### src/design/assert_macros.svh
// Assertion macros shared by the ring buffer RTL.
// No dependencies; included by the modules that carry assertions.
`ifndef ASSERT_MACROS_SVH
`define ASSERT_MACROS_SVH

// Property checked on every rising clock edge outside of reset.
`define ASSERT_ALWAYS(label, clk, rst_n, prop, msg) \
	label: assert property (@(posedge clk) disable iff (!rst_n) (prop)) else $error(msg);

// Same-cycle implication checked outside of reset.
`define ASSERT_IMPLY(label, clk, rst_n, ante, cons, msg) \
	label: assert property (@(posedge clk) disable iff (!rst_n) (ante) |-> (cons)) \
		else $error(msg);

// Next-cycle implication checked outside of reset.
`define ASSERT_NEXT(label, clk, rst_n, ante, cons, msg) \
	label: assert property (@(posedge clk) disable iff (!rst_n) (ante) |=> (cons)) \
		else $error(msg);

`endif

### src/design/rbia_pkg.sv
// Package for the ring buffer with indexed access: shared widths.
// No dependencies.
`timescale 1ns / 1ps
`default_nettype none

package rbia_pkg;

	localparam int SIZE_W = 13;   // ring size register and transfer count
	localparam int IDX_W  = 32;   // signed start index
	localparam int DATA_W = 8;    // one byte of the ring

	typedef logic [SIZE_W-1:0] size_t;

endpackage

`default_nettype wire

### src/design/rbia_mod.sv
// Iterative signed modulo unit: reduces the start index into [0, size-1].
// Depends on rbia_pkg and assert_macros.svh.
`timescale 1ns / 1ps
`default_nettype none

module rbia_mod (
	input  wire logic                              clk,
	input  wire logic                              arst_n,
	input  wire logic                              start,
	input  wire logic signed [rbia_pkg::IDX_W-1:0] index,
	input  wire rbia_pkg::size_t                   size,
	output logic                                   done,
	output rbia_pkg::size_t                        result
);
	import rbia_pkg::*;

	localparam int BITS_PER_STEP = 4;
	localparam int STEPS = IDX_W / BITS_PER_STEP;
	localparam int CNT_W = $clog2(STEPS);

	logic             busy_q;
	logic             done_q;
	logic             neg_q;
	logic [CNT_W-1:0] cnt_q;
	logic [IDX_W-1:0] dividend_q;
	size_t            rem_q;
	size_t            rem_next;
	logic [IDX_W-1:0] magnitude;

	assign magnitude = index[IDX_W-1] ? (~index + 1'b1) : index;

	// Restoring remainder, four dividend bits per cycle.
	always_comb begin
		logic [SIZE_W:0] t;
		size_t r;
		r = rem_q;
		for (int i = 0; i < BITS_PER_STEP; i++) begin
			t = {r, dividend_q[IDX_W-1-i]};
			if (t >= {1'b0, size}) begin
				t = t - {1'b0, size};
			end
			r = t[SIZE_W-1:0];
		end
		rem_next = r;
	end

	always_ff @(posedge clk or negedge arst_n) begin
		if (!arst_n) begin
			busy_q     <= 1'b0;
			done_q     <= 1'b0;
			cnt_q      <= '0;
			neg_q      <= 1'b0;
			rem_q      <= '0;
			dividend_q <= '0;
		end else begin
			done_q <= 1'b0;
			if (start) begin
				busy_q     <= 1'b1;
				cnt_q      <= '0;
				neg_q      <= index[IDX_W-1];
				rem_q      <= '0;
				dividend_q <= magnitude;
			end else if (busy_q) begin
				rem_q      <= rem_next;
				dividend_q <= dividend_q << BITS_PER_STEP;
				cnt_q      <= cnt_q + 1'b1;
				if (cnt_q == CNT_W'(STEPS - 1)) begin
					busy_q <= 1'b0;
					done_q <= 1'b1;
				end
			end
		end
	end

	// A negative index counts back from the end of the ring.
	assign result = (neg_q && rem_q != '0) ? size - rem_q : rem_q;
	assign done   = done_q;

	`include "assert_macros.svh"

	`ASSERT_NEXT(a_mod_start_busy, clk, arst_n, start, busy_q, "modulo unit did not start")
	`ASSERT_NEXT(a_mod_done_pulse, clk, arst_n, done_q, !done_q && !busy_q,
		"done is not a single pulse")

endmodule

`default_nettype wire

### config.mk
export PLATFORM = sky130hd
export DESIGN_NAME = rbia_mod
export DESIGN_NICKNAME = d
export VERILOG_FILES = /design/src/design/rbia_pkg.sv /design/src/design/rbia_mod.sv
export VERILOG_INCLUDE_DIRS = /design/src /design/src/design
export SDC_FILE = /design/constraint.sdc
export NUM_CORES = 1
export LEC_CHECK = 0
export BUFFER_PORTS_ARGS = -buffer_cell sky130_fd_sc_hd__buf_2
export CAP_MARGIN = 20
export CORE_ASPECT_RATIO = 0.5
export CORE_MARGIN = 2
export CORE_UTILIZATION = 42
export DETAILED_ROUTE_END_ITERATION = 16
export GPL_ROUTABILITY_DRIVEN = 0
export PLACE_DENSITY = 0.63
export SKIP_CTS_REPAIR_TIMING = 1
export SLEW_MARGIN = 30
export SYNTH_ARGS = -nofsm -noshare
export SYNTH_HDL_FRONTEND = slang
export SYNTH_SLANG_ARGS = --single-unit
export TNS_END_PERCENT = 20
### constraint.sdc
create_clock -name clk -period 20.8 [get_ports clk]
set_input_delay 3.12 -clock clk [delete_from_list [all_inputs] [get_ports clk]]
set_output_delay 3.12 -clock clk [all_outputs]
set_load 0.01 [all_outputs]
==> flow_summary_export.csv, run 1 <==
group,metric,value,unit
outcome,status,"complete, no violations",
timing,slew_headroom,39.8,%
place,portBuffers,61,
timing,slew_violations,0,
timing,skew,0.00498,ns
routing,antenna_left,0,
timing,period_needed,13.42,ns
yosys,synth_edf_count,0,
yosys,syn-cell-area,6620,µm²
clock_tree,htree_levels,2,
setup_path,cp_max_fo,22,
layout,diodes,0,
layout,final_core_util,47.0,%
setup_path,slowest_stage,"a311oi_2",
yosys,ys_ff_latch,51,
yosys,ys.flop_type,"dfrtp_1",
floorplan,die_w,181,µm
setup_path,crit_arrival,13.60,ns
timing,tightest_slew,0.898,ns
place,dpl_cell_area,7080,µm²
timing,final.period_utilization,64.5,%
floorplan,coreArea,15400,µm²
routing,vias_per_cell,5.82,
layout,layout_common_cells,"92 x nand2_1, 78 x o21ai_0, 67 x ha_1",
yosys,synth_fp_nets,969,
clock_tree,clockRootBuffer,"clkbuf_16",
routing,vias,6375,
global_routing,overflow,0,
yosys,synthesis.instances,849,
global_routing,grt_pass1_wl,30.5,mm
routing,wl_per_cell,16.7,µm
setup_path,crit_required,20.98,ns
place,dp_hpwl,14.5,mm
yosys,syn-mean-instance-area,7.79,µm²
routing,routed_wl,18.2,mm
min_path,hold_class,"flip-flop to flip-flop",
global_routing,antenna_found_initial,0,
timing,fmax,0.0745,GHz
run,cap_violations,0,
clock_tree,cts_made_buffers,5,
setup_path,path_delay_family,"compound AO/OA/AOI/OAI gates",
clock_tree,clk_path_buf_depth,2,
timing,finalHoldViolCount,0,
floorplan,die_h,92.7,µm
setup_path,worstSetupStartpointType,"input port",
layout,syn_to_final_growth,9.59,%
yosys,ys_types,69,
clock_tree,clk_latency,0.29,ns
timing,finalSetupViolations,0,
setup_path,critical_path_class,"input port to flip-flop",
yosys,ys_seq_area_share,19.3,%
setup_path,critPathCaptureType,"flip-flop",
clock_tree,cts_tree,"built",
timing,grt_setup_unrepaired,"false",
floorplan,io_pins,62,
setup_path,max_stage_delay,0.72,ns
floorplan,rows,32,
floorplan,initial_core_util,42.9,%
layout,fin_area,7250,µm²
yosys,async_reset_ff_share,100,%
yosys,synth_warnings,0,
clock_tree,clkTransAtPathRegs,0.07,ns
layout,drive_gt1_share,11.9,%
clock_tree,cts.sinks,51,
routing,drt_pass1_iterations,5,
routing,dr.first_iter.drc_count,439,
global_routing,first_global_vias,6096,
layout,nets,1011,
layout,layout_commonest_cell,"nand2_1",
routing,drc,0,
global_routing,grt_max_degree,87,
timing,tns,0,ns
global_routing,grt_usage,22.2,%
floorplan,die_area,16800,µm²
setup_path,worst-path-buf-inv,5,
## cells by family (layout without fill, tap and decap cells)
| group | after synthesis | count (layout) | synth area share (%) |
|---|---|---|---|
| and+or+nand+nor | 265 | 265 | 19.3 |
| AOI/OAI and AO/OA | 248 | 248 | 24.5 |
| buffers and inverters | 92 | 134 | 5.62 |
| xor gates and xnor gates | 73 | 73 | 9.67 |
| adders and majority gates | 72 | 72 | 14.2 |
| DFF | 51 | 51 | 19.3 |
| muxes | 48 | 48 | 7.47 |
## final cells by class
class	instances	area, µm²
fillers	1540	8170
multi-input cells	706	4990
flip-flops and latches	51	1280
repair buffers	65	335
well taps	204	255
inverters	62	233
clock buffers	5	125
clock inverters	2	37.5
## cells in the mapped netlist, types with 17 or more instances
cell / number / share of area (%)
nor2_1: 59 / 3.3
inv_1: 62 / 3.5
nor3_1: 21 / 1.6
a21oi_1: 48 / 3.6
clkbuf_1: 19 / 1.1
dfrtp_1: 51 / 19
xnor2_1: 56 / 7.4
mux2i_1: 40 / 6.1
o31ai_1: 18 / 2.0
xor2_1: 17 / 2.3
ha_1: 67 / 13
nand2_1: 92 / 5.2
o21ai_0: 78 / 5.9
nand2b_1: 17 / 1.6
## worst min-delay path, stage by stage, from the launching register on
cell and delay, ns:
dfrtp_1 0.35, mux2i_1 0.07, nor2_1 0.08
## path summary, 6_finish.rpt
| path | slack, ns | to | cells after the start | start |
|---|---|---|---|---|
| worst min register to register | 0.54 | cnt_q[1]$_DFFE_PN0P_ | 2 | cnt_q[1]$_DFFE_PN0P_ |
| min in group asynchronous | 2.93 | dividend_q[21]$_DFFE_PN0P_ | 2 | arst_n |
| max in group asynchronous | 17.38 | busy_q$_DFF_PN0_ | 2 | arst_n |
| worst max-delay path | 7.38 | rem_q[10]$_DFFE_PN0P_ | 41 | size[0] |
| worst max register to register | 9.91 | rem_q[10]$_DFFE_PN0P_ | 41 | dividend_q[31]$_DFFE_PN0P_ |
| worst min-delay path | 0.54 | cnt_q[1]$_DFFE_PN0P_ | 2 | cnt_q[1]$_DFFE_PN0P_ |
## sequential cells by signal, indices dropped and copies added (netlist names)
| register | flops |
|---|---|
| dividend_q | 32 |
| rem_q | 13 |
| done | 1 |
| busy_q | 1 |
| cnt_q | 3 |
| neg_q | 1 |
## per-layer routing
| layer | part of all wire (%) | vias to the layer above | GRT usage [%] |
|---|---|---|---|
| met5 | 0 | - | 0 |
| met4 | 1.2 | 0 | 4.54 |
| met3 | 6.4 | 16 | 2.63 |
| met2 | 44 | 215 | 36.2 |
| met1 | 48 | 3013 | 31.6 |
| li1 | - | 3131 | - |
## metrics by stage
| step | setup slack, ns | cells | hold slack (ns) |
|---|---|---|---|
| after floorplan | 9.31 | 849 | 0.490 |
| after global placement | 7.51 | 1088 | 0.513 |
| after detailed placement | 7.45 | 1088 | 0.530 |
| after CTS | 7.64 | 1095 | 0.547 |
| after global routing | 6.85 | 1095 | 0.563 |
| final | 7.38 | 1095 | 0.536 |
Power of run 1 is not shown: default switching activity piles up to over one toggle a cycle in this logic, so the estimate is an artifact.
==> run 2, diff against run 1 <==
- clock period: 20.8 -> 13.6 ns (I/O delays scaled with it)
==> run 2 against run 1 <==
  * Sequential cell count unchanged
  * Count of clock-buffer cells in the layout unchanged
  * Largest cell class unchanged
  * Sequential share of layout area unchanged
  * Critical path depth unchanged
==> flow_summary_export.csv, run 2 (synthesized netlist as in run 1, its figures left out) <==
group,metric,value,unit
min_path,min_from,"cnt_q[1]$_DFFE_PN0P_",
routing,vias,6352,
setup_path,cp_max_fo,22,
timing,tightest_slew,0.898,ns
global_routing,grt_pass1_wl,30.7,mm
global_routing,overflow,0,
setup_path,slowest_stage,"a311oi_2",
routing,drc,0,
layout,layout_common_cells,"92 x nand2_1, 78 x o21ai_0, 67 x ha_1",
setup_path,critical_path_class,"input port to flip-flop",
routing,antenna_left,0,
routing,vias_per_cell,5.80,
floorplan,rows,32,
timing,slew_violations,0,
run,cap_violations,0,
timing,final.period_utilization,89.9,%
setup_path,reg2reg_slack,2.82,ns
clock_tree,htree_levels,2,
layout,top_register,"dividend_q",
outcome,status,"complete, no violations",
place,portBuffers,61,
global_routing,grt_max_degree,87,
layout,reg_top3,"dividend_q (32), rem_q (13), cnt_q (3)",
layout,layout_commonest_cell,"nand2_1",
setup_path,r2r_cells,40,
timing,period_needed,12.23,ns
setup_path,worstSetupStartpointType,"input port",
clock_tree,clkTransAtPathRegs,0.07,ns
floorplan,die_w,181,µm
routing,drt_pass1_iterations,5,
floorplan,die_area,16800,µm²
floorplan,initial_core_util,42.9,%
floorplan,die_h,92.7,µm
timing,skew,0.00849,ns
routing,dr.first_iter.drc_count,508,
setup_path,crit_required,13.79,ns
clock_tree,cts_tree,"built",
timing,grt_setup_unrepaired,"false",
min_path,hold_class,"flip-flop to flip-flop",
clock_tree,clk_latency,0.29,ns
layout,largest_reg_flops,32,
setup_path,regToRegStartpoint,"rem_q[0]$_DFFE_PN0P_",
place,pre_cts_ws,1.34,ns
clock_tree,cts.sinks,51,
setup_path,crit_arrival,12.42,ns
timing,tns,0,ns
layout,nets,1011,
timing,fmax,0.0818,GHz
global_routing,first_global_vias,6098,
clock_tree,cts_made_buffers,5,
clock_tree,clk_path_buf_depth,2,
global_routing,antenna_found_initial,0,
floorplan,io_pins,62,
min_path,holdPathEnd,"cnt_q[1]$_DFFE_PN0P_",
global_routing,grt_usage,22.2,%
place,dp_hpwl,14.6,mm
clock_tree,clockRootBuffer,"clkbuf_16",
layout,multi_input_area,4990,µm²
floorplan,coreArea,15400,µm²
min_path,hold_depth,2,
layout,fillers,1575,
timing,finalHoldViolCount,0,
layout,syn_to_final_growth,9.59,%
timing,slew_headroom,39.7,%
layout,drive_gt1_share,11.9,%
timing,setup_ws,1.37,ns
routing,routed_wl,18.3,mm
setup_path,max_stage_delay,0.73,ns
layout,final-seq-area,1280,µm²
setup_path,rr_endpoint,"rem_q[10]$_DFFE_PN0P_",
timing,finalSetupViolations,0,
setup_path,critPathCaptureType,"flip-flop",
routing,wl_per_cell,16.7,µm
layout,diodes,0,
==> run 2: worst max-delay path by stage <==
stage,depth (start not counted),to,start
3_5_place_dp,41,rem_q[10]$_DFFE_PN0P_,size[0]
2_1_floorplan,41,rem_q[11]$_DFFE_PN0P_,size[0]
5_1_grt,41,rem_q[3]$_DFFE_PN0P_,size[0]
3_3_place_gp,41,rem_q[9]$_DFFE_PN0P_,size[0]
6_report,41,rem_q[10]$_DFFE_PN0P_,size[0]
4_1_cts,41,rem_q[10]$_DFFE_PN0P_,size[0]
==> run 2: stage by stage <==
stage | utilization (%) | hold WS, ns | std cells | cell area, µm²
after floorplan | - | 0.490 | 849 | 6620
after global placement | 45.9 | 0.513 | 1088 | 7080
after detailed placement | 45.9 | 0.529 | 1088 | 7080
after CTS | 47.0 | 0.546 | 1095 | 7240
after global routing | 47.0 | 0.564 | 1095 | 7250
final | 47.0 | 0.538 | 1095 | 7250
==> run 2: per-layer routing <==
layer | global-route usage [%] | vias to the layer above | share of wire (%)
met2 | 36.1 | 217 | 44
met4 | 4.74 | 0 | 1.6
met5 | 0 | - | 0
li1 | - | 3135 | -
met1 | 31.6 | 2980 | 48
met3 | 2.79 | 20 | 6.8
==> run 2: final cells by class <==
class | instances | share of cell area (%)
Tap cell | 204 | 3.52
Inverter | 62 | 3.21
Multi-Input combinational cell | 706 | 68.8
Clock inverter | 2 | 0.518
Clock buffer | 5 | 1.73
Timing Repair Buffer | 65 | 4.63
Sequential cell | 51 | 17.6
==> run 2: critical path, delay by kind of cell <==
kind / cells / cell delay [ns]
adders and majority gates: 5 / 1.48
muxes: 1 / 0.40
AOI/OAI and AO/OA: 19 / 4.99
and+or+nand+nor: 11 / 2.82
buffers and inverters: 5 / 0.66
Power of run 2 is left out for the same reason.
